[src/hdl/crg_pkg.sv]
package crg_pkg;

	localparam int COLOR_BITS = 16;
	localparam int NUM_OCT = 8;
	localparam int OCT_IDX_BITS = 3;

	localparam logic OP_START = 1'b0;
	localparam logic OP_STEP = 1'b1;

	// midpoint decision increments: east move and south-east move
	localparam int DEC_STEP_E = 3;
	localparam int DEC_STEP_SE = 5;

	// octant mirror table, one bit per octant: swap the offsets, negate column, negate row
	localparam logic [NUM_OCT-1:0] OCT_SWAP = 8'b0011_1100;
	localparam logic [NUM_OCT-1:0] OCT_NEG_X = 8'b1111_0000;
	localparam logic [NUM_OCT-1:0] OCT_NEG_Y = 8'b1010_1010;

	typedef struct packed {
		logic multi;
		logic pix_valid;
		logic done;
	} burst_ctl_t;

endpackage

[src/hdl/crg_burst_out.sv]
module crg_burst_out #(
	parameter int COORD_BITS = 16,
	parameter int RADIUS_BITS = 10
) (
	input  logic                      clk,
	input  logic                      arst_n,
	input  logic                      load,
	input  crg_pkg::burst_ctl_t       ctl,
	input  logic [COORD_BITS-1:0]     base_x,
	input  logic [COORD_BITS-1:0]     base_y,
	input  logic [RADIUS_BITS-1:0]    off_a,
	input  logic [RADIUS_BITS-1:0]    off_b,
	input  logic [crg_pkg::COLOR_BITS-1:0] color,
	output logic                      load_ok,
	output logic                      out_valid,
	input  logic                      out_stall,
	output logic [COORD_BITS-1:0]     pixel_x,
	output logic [COORD_BITS-1:0]     pixel_y,
	output logic [crg_pkg::COLOR_BITS-1:0] pixel_color,
	output logic                      pixel_valid,
	output logic                      last_of_step,
	output logic                      circle_done
);
	import crg_pkg::*;

	logic                    valid_s2;
	burst_ctl_t              ctl_s2;
	logic [COORD_BITS-1:0]   base_x_s2;
	logic [COORD_BITS-1:0]   base_y_s2;
	logic [RADIUS_BITS-1:0]  off_a_s2;
	logic [RADIUS_BITS-1:0]  off_b_s2;
	logic [COLOR_BITS-1:0]   color_s2;
	logic [OCT_IDX_BITS-1:0] idx_q;

	logic                    take;
	logic                    last;
	logic [COORD_BITS-1:0]   dx;
	logic [COORD_BITS-1:0]   dy;
	logic [COORD_BITS-1:0]   px;
	logic [COORD_BITS-1:0]   py;

	assign last = !ctl_s2.multi || (idx_q == OCT_IDX_BITS'(NUM_OCT - 1));
	assign take = valid_s2 && !out_stall;
	assign load_ok = !valid_s2 || (take && last);

	always_ff @(posedge clk or negedge arst_n) begin
		if (!arst_n) begin
			valid_s2 <= 1'b0;
			idx_q <= '0;
		end else if (load) begin
			valid_s2 <= 1'b1;
			idx_q <= '0;
		end else if (take) begin
			if (last) begin
				valid_s2 <= 1'b0;
			end else begin
				idx_q <= idx_q + OCT_IDX_BITS'(1);
			end
		end
	end

	always_ff @(posedge clk) begin
		if (load) begin
			ctl_s2 <= ctl;
			base_x_s2 <= base_x;
			base_y_s2 <= base_y;
			off_a_s2 <= off_a;
			off_b_s2 <= off_b;
			color_s2 <= color;
		end
	end

	// mirror the octant offsets onto the center
	always_comb begin
		if (OCT_SWAP[idx_q]) begin
			dx = COORD_BITS'(off_b_s2);
			dy = COORD_BITS'(off_a_s2);
		end else begin
			dx = COORD_BITS'(off_a_s2);
			dy = COORD_BITS'(off_b_s2);
		end
		px = OCT_NEG_X[idx_q] ? base_x_s2 - dx : base_x_s2 + dx;
		py = OCT_NEG_Y[idx_q] ? base_y_s2 - dy : base_y_s2 + dy;
	end

	assign out_valid = valid_s2;
	assign pixel_valid = ctl_s2.pix_valid;
	assign pixel_x = ctl_s2.pix_valid ? px : '0;
	assign pixel_y = ctl_s2.pix_valid ? py : '0;
	assign pixel_color = ctl_s2.pix_valid ? color_s2 : '0;
	assign last_of_step = last;
	assign circle_done = ctl_s2.done;

endmodule

[src/hdl/circle_raster_generator_unit.sv]
// Channel | handshake           | payload
// input   | in_valid / in_stall  | operation, origin_x, origin_y, radius, draw_color, fill_mode
// output  | out_valid / out_stall| pixel_x, pixel_y, pixel_color, pixel_valid, last_of_step, circle_done
//
// One word enters per cycle into the input register while in_stall is low; its step runs
// from that register and writes a result burst register. A start word yields no output word.
// A fill step or an idle step yields one output word; an outline step that plots pixels
// yields eight, one per cycle unless out_stall holds them; the octant serializer sets outline throughput.
// Reset clears the circle state and both valid flags; no memory needs clearing.
// A stall on the output holds the burst; the input stalls once the burst register
// cannot take the waiting step.
module circle_raster_generator_unit #(
	parameter int COORD_BITS = 16,
	parameter int RADIUS_BITS = 10
) (
	input  logic                      clk,
	input  logic                      arst_n,
	input  logic                      in_valid,
	output logic                      in_stall,
	input  logic                      operation,
	input  logic [COORD_BITS-1:0]     origin_x,
	input  logic [COORD_BITS-1:0]     origin_y,
	input  logic [RADIUS_BITS-1:0]    radius,
	input  logic [crg_pkg::COLOR_BITS-1:0] draw_color,
	input  logic                      fill_mode,
	output logic                      out_valid,
	input  logic                      out_stall,
	output logic [COORD_BITS-1:0]     pixel_x,
	output logic [COORD_BITS-1:0]     pixel_y,
	output logic [crg_pkg::COLOR_BITS-1:0] pixel_color,
	output logic                      pixel_valid,
	output logic                      last_of_step,
	output logic                      circle_done
);
	import crg_pkg::*;

	localparam int DEC_BITS = RADIUS_BITS + 4;
	localparam int SPAN_BITS = RADIUS_BITS + 1;
	localparam int SQ_BITS = 2 * RADIUS_BITS;

	logic                   valid_s1;
	logic                   op_s1;
	logic [COORD_BITS-1:0]  cx_s1;
	logic [COORD_BITS-1:0]  cy_s1;
	logic [RADIUS_BITS-1:0] rad_s1;
	logic [COLOR_BITS-1:0]  color_s1;
	logic                   fill_s1;

	logic                        active_q;
	logic                        mode_fill_q;
	logic [COORD_BITS-1:0]       ctr_x_q;
	logic [COORD_BITS-1:0]       ctr_y_q;
	logic [RADIUS_BITS-1:0]      rad_q;
	logic [SQ_BITS-1:0]          rad_sq_q;
	logic [COLOR_BITS-1:0]       color_q;
	logic [RADIUS_BITS-1:0]      oct_x_q;
	logic [RADIUS_BITS-1:0]      oct_y_q;
	logic signed [DEC_BITS-1:0]  decision_q;
	logic [SPAN_BITS-1:0]        scan_row_q;
	logic [SPAN_BITS-1:0]        scan_col_q;

	logic                        active_n;
	logic [RADIUS_BITS-1:0]      oct_x_n;
	logic [RADIUS_BITS-1:0]      oct_y_n;
	logic signed [DEC_BITS-1:0]  decision_n;
	logic [SPAN_BITS-1:0]        scan_row_n;
	logic [SPAN_BITS-1:0]        scan_col_n;

	logic                        load_ok;
	logic                        s1_fire;
	logic                        burst_load;
	burst_ctl_t                  b_ctl;
	logic [COORD_BITS-1:0]       b_x;
	logic [COORD_BITS-1:0]       b_y;
	logic [RADIUS_BITS-1:0]      b_a;
	logic [RADIUS_BITS-1:0]      b_b;

	logic signed [DEC_BITS-1:0]  x_ext;
	logic signed [DEC_BITS-1:0]  y_ext;
	logic [SPAN_BITS-1:0]        span;
	logic [SPAN_BITS-1:0]        rad_ext;
	logic [SPAN_BITS-1:0]        col_inc;
	logic [RADIUS_BITS-1:0]      dist_x;
	logic [RADIUS_BITS-1:0]      dist_y;
	logic [SQ_BITS:0]            dist_sq;

	assign s1_fire = valid_s1 && ((op_s1 == OP_START) || load_ok);
	assign burst_load = s1_fire && (op_s1 == OP_STEP);
	assign in_stall = valid_s1 && !s1_fire;

	always_ff @(posedge clk or negedge arst_n) begin
		if (!arst_n) begin
			valid_s1 <= 1'b0;
		end else if (!in_stall) begin
			valid_s1 <= in_valid;
		end
	end

	always_ff @(posedge clk) begin
		if (in_valid && !in_stall) begin
			op_s1 <= operation;
			cx_s1 <= origin_x;
			cy_s1 <= origin_y;
			rad_s1 <= radius;
			color_s1 <= draw_color;
			fill_s1 <= fill_mode;
		end
	end

	assign x_ext = $signed({{(DEC_BITS-RADIUS_BITS){1'b0}}, oct_x_q});
	assign y_ext = $signed({{(DEC_BITS-RADIUS_BITS){1'b0}}, oct_y_q});
	assign span = {rad_q, 1'b0};
	assign rad_ext = {1'b0, rad_q};
	assign col_inc = scan_col_q + SPAN_BITS'(1);
	assign dist_x = RADIUS_BITS'((scan_col_q >= rad_ext) ? scan_col_q - rad_ext
		: rad_ext - scan_col_q);
	assign dist_y = RADIUS_BITS'((scan_row_q >= rad_ext) ? scan_row_q - rad_ext
		: rad_ext - scan_row_q);
	assign dist_sq = (SQ_BITS+1)'(dist_x * dist_x) + (SQ_BITS+1)'(dist_y * dist_y);

	always_comb begin
		active_n = active_q;
		oct_x_n = oct_x_q;
		oct_y_n = oct_y_q;
		decision_n = decision_q;
		scan_row_n = scan_row_q;
		scan_col_n = scan_col_q;
		b_ctl = '{multi: 1'b0, pix_valid: 1'b0, done: 1'b1};
		b_x = ctr_x_q;
		b_y = ctr_y_q;
		b_a = oct_x_q;
		b_b = oct_y_q;
		if (!active_q) begin
			b_ctl = '{multi: 1'b0, pix_valid: 1'b0, done: 1'b1};
		end else if (!mode_fill_q) begin
			if (oct_x_q < oct_y_q) begin
				if (decision_q < 0) begin
					decision_n = decision_q + (x_ext <<< 1) + DEC_BITS'(DEC_STEP_E);
				end else begin
					decision_n = decision_q + ((x_ext - y_ext) <<< 1)
						+ DEC_BITS'(DEC_STEP_SE);
					oct_y_n = oct_y_q - RADIUS_BITS'(1);
				end
				oct_x_n = oct_x_q + RADIUS_BITS'(1);
				b_ctl = '{multi: 1'b1, pix_valid: 1'b1, done: !(oct_x_n < oct_y_n)};
				active_n = oct_x_n < oct_y_n;
			end else begin
				active_n = 1'b0;
			end
		end else begin
			if (scan_row_q < span && scan_col_q < span) begin
				if (col_inc >= span) begin
					scan_col_n = '0;
					scan_row_n = scan_row_q + SPAN_BITS'(1);
				end else begin
					scan_col_n = col_inc;
				end
				b_x = ctr_x_q - COORD_BITS'(rad_q) + COORD_BITS'(scan_col_q);
				b_y = ctr_y_q - COORD_BITS'(rad_q) + COORD_BITS'(scan_row_q);
				b_a = '0;
				b_b = '0;
				b_ctl = '{multi: 1'b0, pix_valid: (dist_sq <= (SQ_BITS+1)'(rad_sq_q)),
					done: scan_row_n >= span};
				active_n = !(scan_row_n >= span);
			end else begin
				active_n = 1'b0;
			end
		end
	end

	always_ff @(posedge clk or negedge arst_n) begin
		if (!arst_n) begin
			active_q <= 1'b0;
			mode_fill_q <= 1'b0;
			ctr_x_q <= '0;
			ctr_y_q <= '0;
			rad_q <= '0;
			rad_sq_q <= '0;
			color_q <= '0;
			oct_x_q <= '0;
			oct_y_q <= '0;
			decision_q <= '0;
			scan_row_q <= '0;
			scan_col_q <= '0;
		end else if (s1_fire) begin
			if (op_s1 == OP_START) begin
				active_q <= 1'b1;
				mode_fill_q <= fill_s1;
				ctr_x_q <= cx_s1;
				ctr_y_q <= cy_s1;
				rad_q <= rad_s1;
				rad_sq_q <= SQ_BITS'(rad_s1 * rad_s1);
				color_q <= color_s1;
				oct_x_q <= '0;
				oct_y_q <= rad_s1;
				decision_q <= DEC_BITS'(1) - $signed({{(DEC_BITS-RADIUS_BITS){1'b0}}, rad_s1});
				scan_row_q <= '0;
				scan_col_q <= '0;
			end else begin
				active_q <= active_n;
				oct_x_q <= oct_x_n;
				oct_y_q <= oct_y_n;
				decision_q <= decision_n;
				scan_row_q <= scan_row_n;
				scan_col_q <= scan_col_n;
			end
		end
	end

	crg_burst_out #(
		.COORD_BITS(COORD_BITS),
		.RADIUS_BITS(RADIUS_BITS)
	) u_burst_out (
		.clk(clk),
		.arst_n(arst_n),
		.load(burst_load),
		.ctl(b_ctl),
		.base_x(b_x),
		.base_y(b_y),
		.off_a(b_a),
		.off_b(b_b),
		.color(color_q),
		.load_ok(load_ok),
		.out_valid(out_valid),
		.out_stall(out_stall),
		.pixel_x(pixel_x),
		.pixel_y(pixel_y),
		.pixel_color(pixel_color),
		.pixel_valid(pixel_valid),
		.last_of_step(last_of_step),
		.circle_done(circle_done)
	);

	a_nonpix_single: assert property (@(posedge clk) disable iff (!arst_n)
		out_valid && !pixel_valid |-> last_of_step)
		else $error("non-pixel word not single");

	a_nonpix_zero: assert property (@(posedge clk) disable iff (!arst_n)
		out_valid && !pixel_valid |-> pixel_x == '0 && pixel_y == '0 && pixel_color == '0)
		else $error("non-pixel word carries data");

	a_octant_order: assert property (@(posedge clk) disable iff (!arst_n)
		active_q && !mode_fill_q |-> oct_x_q <= oct_y_q)
		else $error("outline octant crossed while active");

	a_scan_bounds: assert property (@(posedge clk) disable iff (!arst_n)
		active_q && mode_fill_q && rad_q != '0 |-> scan_row_q < span && scan_col_q < span)
		else $error("fill scan out of box while active");

endmodule

[config.mk]
export PLATFORM = sky130hd
export DESIGN_NAME = circle_raster_generator_unit
export DESIGN_NICKNAME = d
export VERILOG_FILES = /design/src/hdl/crg_pkg.sv /design/src/hdl/crg_burst_out.sv /design/src/hdl/circle_raster_generator_unit.sv
export SDC_FILE = /design/constraint.sdc
export NUM_CORES = 1
export LEC_CHECK = 0
export ABC_AREA = 0
export CAP_MARGIN = 20
export CORE_MARGIN = 2
export CORE_UTILIZATION = 60
export DETAILED_ROUTE_END_ITERATION = 12
export DONT_BUFFER_PORTS = 1
export PLACE_DENSITY = 0.82
export RECOVER_POWER = 25
export SLEW_MARGIN = 20
export SYNTH_ARGS = -nofsm -noshare
export SYNTH_HDL_FRONTEND = slang
export SYNTH_SLANG_ARGS = --single-unit
[constraint.sdc]
create_clock -name clk -period 13.06 [get_ports clk]
set_input_delay 1.959 -clock clk [delete_from_list [all_inputs] [get_ports clk]]
set_output_delay 1.959 -clock clk [all_outputs]
set_load 0.005 [all_outputs]
Yosys cells after proc, flatten, opt, wreduce, memory -nomap -nowiden
Memories as Yosys holds them, arrays and structs flattened.
Cells that the tools add are included.
{"block": "totals", "regBits": 272, "latchBits": 0, "ram_bits": 0, "romBits": 24, "in_bits": 64, "out_inout_bits": 53, "wordCells": 170, "n_memories": 3}
{"name": "(no name shown)", "depth": 8, "width": 1, "read_ports": 1, "rd_clocked_by_memory_dff": 0, "write_ports": 0, "line": "crg_burst_out.sv:82", "source": "px = OCT_NEG_X[idx_q] ? base_x_s2 - dx : base_x_s2 + dx;"}
{"name": "(no name shown)", "depth": 8, "width": 1, "read_ports": 1, "rd_clocked_by_memory_dff": 0, "write_ports": 0, "line": "crg_burst_out.sv:83", "source": "py = OCT_NEG_Y[idx_q] ? base_y_s2 - dy : base_y_s2 + dy;"}
{"name": "(no name shown)", "depth": 8, "width": 1, "read_ports": 1, "rd_clocked_by_memory_dff": 0, "write_ports": 0, "line": "crg_burst_out.sv:75", "source": "if (OCT_SWAP[idx_q]) begin"}
{"block": "op_classes", "addsub": 24, "mul": 3, "n_div": 0, "n_lt_le_gt_ge": 11, "n_eq_ne": 7, "n_shift": 0, "mux": 68, "bitwise": 1, "reduce_logical": 24}
{"operator": "$mux 10", "n": 22}
{"operator": "$mux 16", "n": 11}
{"operator": "$mux 11", "n": 13}
{"operator": "$mux 14", "n": 5}
{"operator": "$sub 16x10->16", "n": 4}
{"operator": "$mul 10x10->20", "n": 3}
{"operator": "$sub 10x10->10", "n": 4}
{"operator": "$add 16x10->16", "n": 2}
{"operator": "$add 16x11->16", "n": 2}
{"operator": "$add 14x12->14", "n": 2}
{"operator": "$add 11x1->11 const B", "n": 2}
{"operator": "$ge 11x10->1", "n": 2}
{"operator": "$ge 11x11->1", "n": 2}
{"operator": "$lt 11x11->1", "n": 2}
{"operator": "$add 20x20->21", "n": 1}
{"operator": "$le 21x20->1", "n": 1}
{"operator": "$lt 10x10->1", "n": 2}
{"operator": "$mux 3", "n": 5}
{"operator": "$add 14x3->14 const B", "n": 1}
{"operator": "$add 14x4->14 const B", "n": 1}
{"operator": "$lt 14x1->1 const B", "n": 1}
{"operator": "$mux 1", "n": 11}
{"operator": "$sub 1x10->11 const A", "n": 1}
{"operator": "$sub 10x10->11", "n": 1}
{"operator": "15 further kinds", "n": 37}

Longest topological paths before layout
{"block": "logic_depth", "depth_word": 12, "mapped_depth": 43, "ltp_nobuf": 42}

Modules after synthesis
Synthesis repeated with hierarchy kept, for this count alone.
{"block": "unflattened", "cells_unflattened": 3143, "hier_area_um2": 28681.3}
{"mod": "circle_raster_generator_unit", "n_inst": 1, "cells_per_inst": 2626, "area_each_um2": 23420.0, "seq_area_each_um2": 5180.0}
{"mod": "crg_burst_out", "n_inst": 1, "cells_per_inst": 517, "area_each_um2": 5261.3, "seq_area_each_um2": 2232.1}

Worst setup path after synthesis
Ideal clock, no wire load.
{"block": "synth_path", "path_kind": "reg-to-reg", "startpoint": "register rad_q[1]", "endpoint": "register u_burst_out.ctl_s2, in the netlist u_burst_out.pixel_valid (data pin)", "t_arrival_ps": 9514, "t_required_ps": 12908, "path_slack_ps": 3394, "path_stages_with_launch": 37, "n_path_buf": 1, "period_less_slack_ps": 9666, "path_cell_list": "dfrtp_1 inv_1 ha_1 a311o_1 nor3b_2 nor3_2 or2_1 buf_2 mux2_1 a211o_1 xnor2_2 nand2_1 fa_1 fa_1 inv_1 fa_1 fa_1 fa_1 fa_1 inv_1 fa_1 inv_1 ha_1 a21o_1 a31o_2 a22o_1 a2111oi_0 nor2_1 xnor2_1 ha_1 nand2_1 nor2_1 o31ai_1 o211ai_1 a211oi_1 o21bai_1 o21ai_0"}
{"block": "synth_between", "elab_chain_len": 7, "elab_cells_between_ends": 17}
{"element": "start: declaration", "line": "circle_raster_generator_unit.sv:53", "source": "logic [RADIUS_BITS-1:0] rad_q;"}
{"element": "start signal: assignment", "line": "circle_raster_generator_unit.sv:191", "source": "rad_q <= rad_s1;"}
{"element": "$sub 10x10->10 (tied with other cells)", "line": "circle_raster_generator_unit.sv:116", "source": ": rad_ext - scan_col_q);"}
{"element": "$mux 10 (on tied branches)", "line": "circle_raster_generator_unit.sv:115, circle_raster_generator_unit.sv:117"}
{"element": "$mul 10x10->20", "line": "circle_raster_generator_unit.sv:119", "source": "assign dist_sq = (SQ_BITS+1)'(dist_x * dist_x) + (SQ_BITS+1)'(dist_y * dist_y);"}
{"element": "$add 20x20->21", "line": "circle_raster_generator_unit.sv:119"}
{"element": "$le 21x20->1", "line": "circle_raster_generator_unit.sv:162", "source": "b_ctl = '{multi: 1'b0, pix_valid: (dist_sq <= (SQ_BITS+1)'(rad_sq_q)),"}
{"element": "$mux 2 *", "line": "circle_raster_generator_unit.sv:151", "source": "if (scan_row_q < span && scan_col_q < span) begin"}
{"element": "$mux 3 *", "line": "circle_raster_generator_unit.sv:135", "source": "end else if (!mode_fill_q) begin"}
{"element": "end signal: assignment", "line": "crg_burst_out.sv:64", "source": "ctl_s2 <= ctl;"}
{"element": "end: declaration", "line": "crg_burst_out.sv:27", "source": "burst_ctl_t ctl_s2;"}
Mark *: on every way between the ends. The rest lies on a longest branch, timed or not.
A chain may end at the register's enable or synchronous reset.

Final worst setup path
Ends and elaborated chain as after synthesis.

==> reports/metrics.yaml <==
cts:
  cts-hold-fix-buffers: 0
  clk_path_buf_depth: 3
  cts_setup_buffers: 0
  insertion_delay_ps: 600
  cts_sinks: 270
  post_cts_resized: 0
  cts_inserted_buffers: 29
  cts-root-buf: "clkbuf_16"
  clk_pin_slew_ps: 70
  cts-htree-levels: 1
  cts_tree: "yes"
routing:
  wl_per_cell_um: 19.36
  drc: 3
  drt_pass1_iterations: 9
  drtAntennaViolNets: 0
  avgViaCountPerCell: 5.972
  drt_iter0_drc: 1764
  route.vias.total: 22070
  postRouteWirelength_mm: 71.55
outcome:
  violations: "design-rule violations"
  status: "finished with violations"
setup_path:
  cp_slowest_cell: "xnor2_1"
  regToRegStartpoint: "rad_q[1]$_DFFE_PN0P_"
  regToRegSetupSlack_ps: 2230
  cpPeakStageDelay_ps: 780
  cp-startpoint: "rad_q[1]$_DFFE_PN0P_"
  critPathArrivalTime_ps: 11260
  r2r_end: "u_burst_out.pixel_valid$_SDFFCE_PN0P_"
  worstPathRequired_ps: 13500
  cp_top_family: "adder cells"
  cp-start-kind: "register"
  path_max_fanout: 11
  path_class: "register to register"
  reg2reg_depth: 38
  path_common_cell: "fa_1"
  critPathBufInv: 5
  endpoint_kind: "register"
global_routing:
  grt_pass1_wl_mm: 116.8
  antenna_found_initial: 2
  grt_pass1_vias: 22330
  grt_max_degree: 140
  grt_util_all_layers_pct: 29.49
  grt-ovfl-total: 0
yosys:
  syn_avg_cell_area_um2: 9.139
  mappedNetlistNets: 3749
  synth_top_cell_area_share_pct: 16.24
  yosys.cell_types.count: 94
  ys.flop_type: "dfrtp_1"
  yosysTopAreaCell: "ha_1"
  synth.ff_latch_count: 270
  synth_edf_count: 131
  yosysSeqAreaShare_pct: 26.07
  synth.area.top_cells: "ha_1, fa_1, edfxtp_1, dfrtp_1, inv_1"
  netlist_area_um2: 28430
  ys_warn_count: 0
  async_flop_share_pct: 51.48
  netlist_instances: 3111
placement:
  gp_congestion: 0.9417
  dp_hpwl_mm: 56.11
  port_buffers: 0
  dpl_cell_area_um2: 28970
hold_path:
  hold_depth: 2
  whs_endpoint: "color_q[2]$_DFFE_PN0P_"
  holdCritStartpoint: "color_s1[2]$_DFFE_PP_"
  hp-class: "register to register"
sta:
  fmax_ghz: 0.09237
  rsz0062_at_grt: "no"
  slew_violations: 0
  whs_ps: 443.6
  hold_violations: 0
  fin_setup_tns_ps: 0
  max_slew.worst_pin.slew_ps: 1119
  slew_headroom_pct: 25.39
  finClkSkew_ps: 25.78
  period_share_pct: 82.89
  timing.final.crit_period_ps: 10830
  final-setup-viol-count: 0
floorplanning:
  boundaryPins: 117
  die_w_um: 221.7
  die_y_um: 221.7
  core_area_um2: 46650
  dieArea_um2: 49140
  num_rows: 79
  initial_utilization_pct: 60.94
layout:
  drive_above_1_share_pct: 3.854
  layout.nets: 3703
  design_area_um2: 30020
  syn_to_final_growth_pct: 5.580
flow_run:
  drv_cap: 0
how the worst max path moves through the flow:
stage | endpoint | slack [ps] | depth (start not counted)
global route | u_burst_out.pixel_valid$_SDFFCE_PN0P_ | 1560 | 39
floorplan | u_burst_out.pixel_valid$_SDFFCE_PN0P_ | 3390 | 36
detailed placement | u_burst_out.pixel_valid$_SDFFCE_PN0P_ | 2370 | 38
finish | u_burst_out.pixel_valid$_SDFFCE_PN0P_ | 2230 | 38
global placement | u_burst_out.pixel_valid$_SDFFCE_PN0P_ | 2620 | 36
CTS | u_burst_out.pixel_valid$_SDFFCE_PN0P_ | 2330 | 38
flip-flops by register name, summed over array words and instances (netlist names), 3 cells and up:
signal and cells:
u_burst_out.idx_q 3, ctr_y_q 16, ctr_x_q 16, oct_y_q 10, scan_col_q 11, u_burst_out.base_y_s2 16
color_q 16, u_burst_out.off_b_s2 10, color_s1 16, u_burst_out.color_s2 16, scan_row_q 11, cy_s1 16
rad_q 10, rad_s1 10, u_burst_out.off_a_s2 10, u_burst_out.base_x_s2 16, rad_sq_q 18, oct_x_q 10
cx_s1 16, decision_q 14
cells in the final DEF, fill, tap and decap left out, types with 6 or more instances in the layout:
cell type  Yosys  routed
a21o_1        42      42
nor3_1        66      66
o21a_1        27      27
fa_1         205     205
nor2_1       183     183
xor2_1        67      67
a211oi_1      23      23
or3_1         29      29
ha_1         369     369
nand3_1       49      49
and2_1        91      90
inv_1        437     436
nor2b_1       37      36
and4_1         6       6
a31oi_1       13      13
a21oi_1      117     116
a21boi_0       9       9
clkbuf_16      0      29
or2_1          7       7
or2_2         12      12
o31ai_1       20      19
mux2_2         9       9
edfxtp_1     131     131
dfrtp_1      139     139
o21bai_1      10      10
buf_4          0      14
o41ai_1        6       6
nand2b_1      36      35
a211o_1        7       7
xnor2_1      124     124
and3_1        22      22
o211ai_1      17      17
nand4_1       21      21
mux2i_1       35      35
o21ai_0      202     202
nand2_1      330     330
final cells by class:
| class | instances | area, µm² |
|---|---|---|
| clock buffer | 32 | 757.0 |
| inverter | 442 | 1659 |
| clock inverter | 22 | 291.5 |
| multi-input combinational | 2308 | 19030 |
| antenna | 1 | 2.502 |
| fill | 3666 | 16640 |
| timing repair buffer | 14 | 105.1 |
| sequential | 270 | 7412 |
| tap | 607 | 759.5 |
worst min-delay path, cell delays in order (launching register included):
cell,delay [ps]
edfxtp_1,320
nand2_1,50
nand2_1,50
through the flow:
stage | setup WS [ps] | utilization (%) | std cells
final | 2234 | 64.34 | 3696
after global routing | 1556 | 64.34 | 3696
after CTS | 2333 | 64.34 | 3695
after detailed placement | 2367 | 62.09 | 3641
after global placement | 2622 | 62.09 | 3641
after floorplan | 3394 | - | 3111
routing by layer:
layer,global-route usage [%],part of all wire [%],up-vias
met5,0,0,-
met4,8.195,2.9,0
met3,4.214,6.8,144
met2,49.04,47,769
met1,40.48,43,10770
li1,-,-,10390
cells by family after synthesis:
family	count (synthesis)	share of synthesized area, %
and+or+nand+nor	916	15.40
DFF	270	26.07
adders and majority gates	574	30.67
buffers and inverters	533	7.094
xor gates and xnor gates	194	6.055
muxes	50	1.861
AOI/OAI and AO/OA	574	12.85
synthesized netlist by cell type (6+ instances only):
cell / instances
inv_1: 437
ha_1: 369
nand2_1: 330
fa_1: 205
o21ai_0: 202
nor2_1: 183
dfrtp_1: 139
edfxtp_1: 131
xnor2_1: 124
a21oi_1: 117
and2_1: 91
clkbuf_1: 75
xor2_1: 67
nor3_1: 66
nand3_1: 49
a21o_1: 42
nor2b_1: 37
nand2b_1: 36
mux2i_1: 35
or3_1: 29
o21a_1: 27
a211oi_1: 23
and3_1: 22
nand4_1: 21
o31ai_1: 20
o211ai_1: 17
a31oi_1: 13
or2_2: 12
o21bai_1: 10
a21boi_0: 9
mux2_2: 9
buf_1: 8
a211o_1: 7
buf_2: 7
or2_1: 7
and4_1: 6
o41ai_1: 6
Power is left out: the tool's default activity adds up to more than one toggle a clock period on the data nets, which glitch-free logic cannot reach.
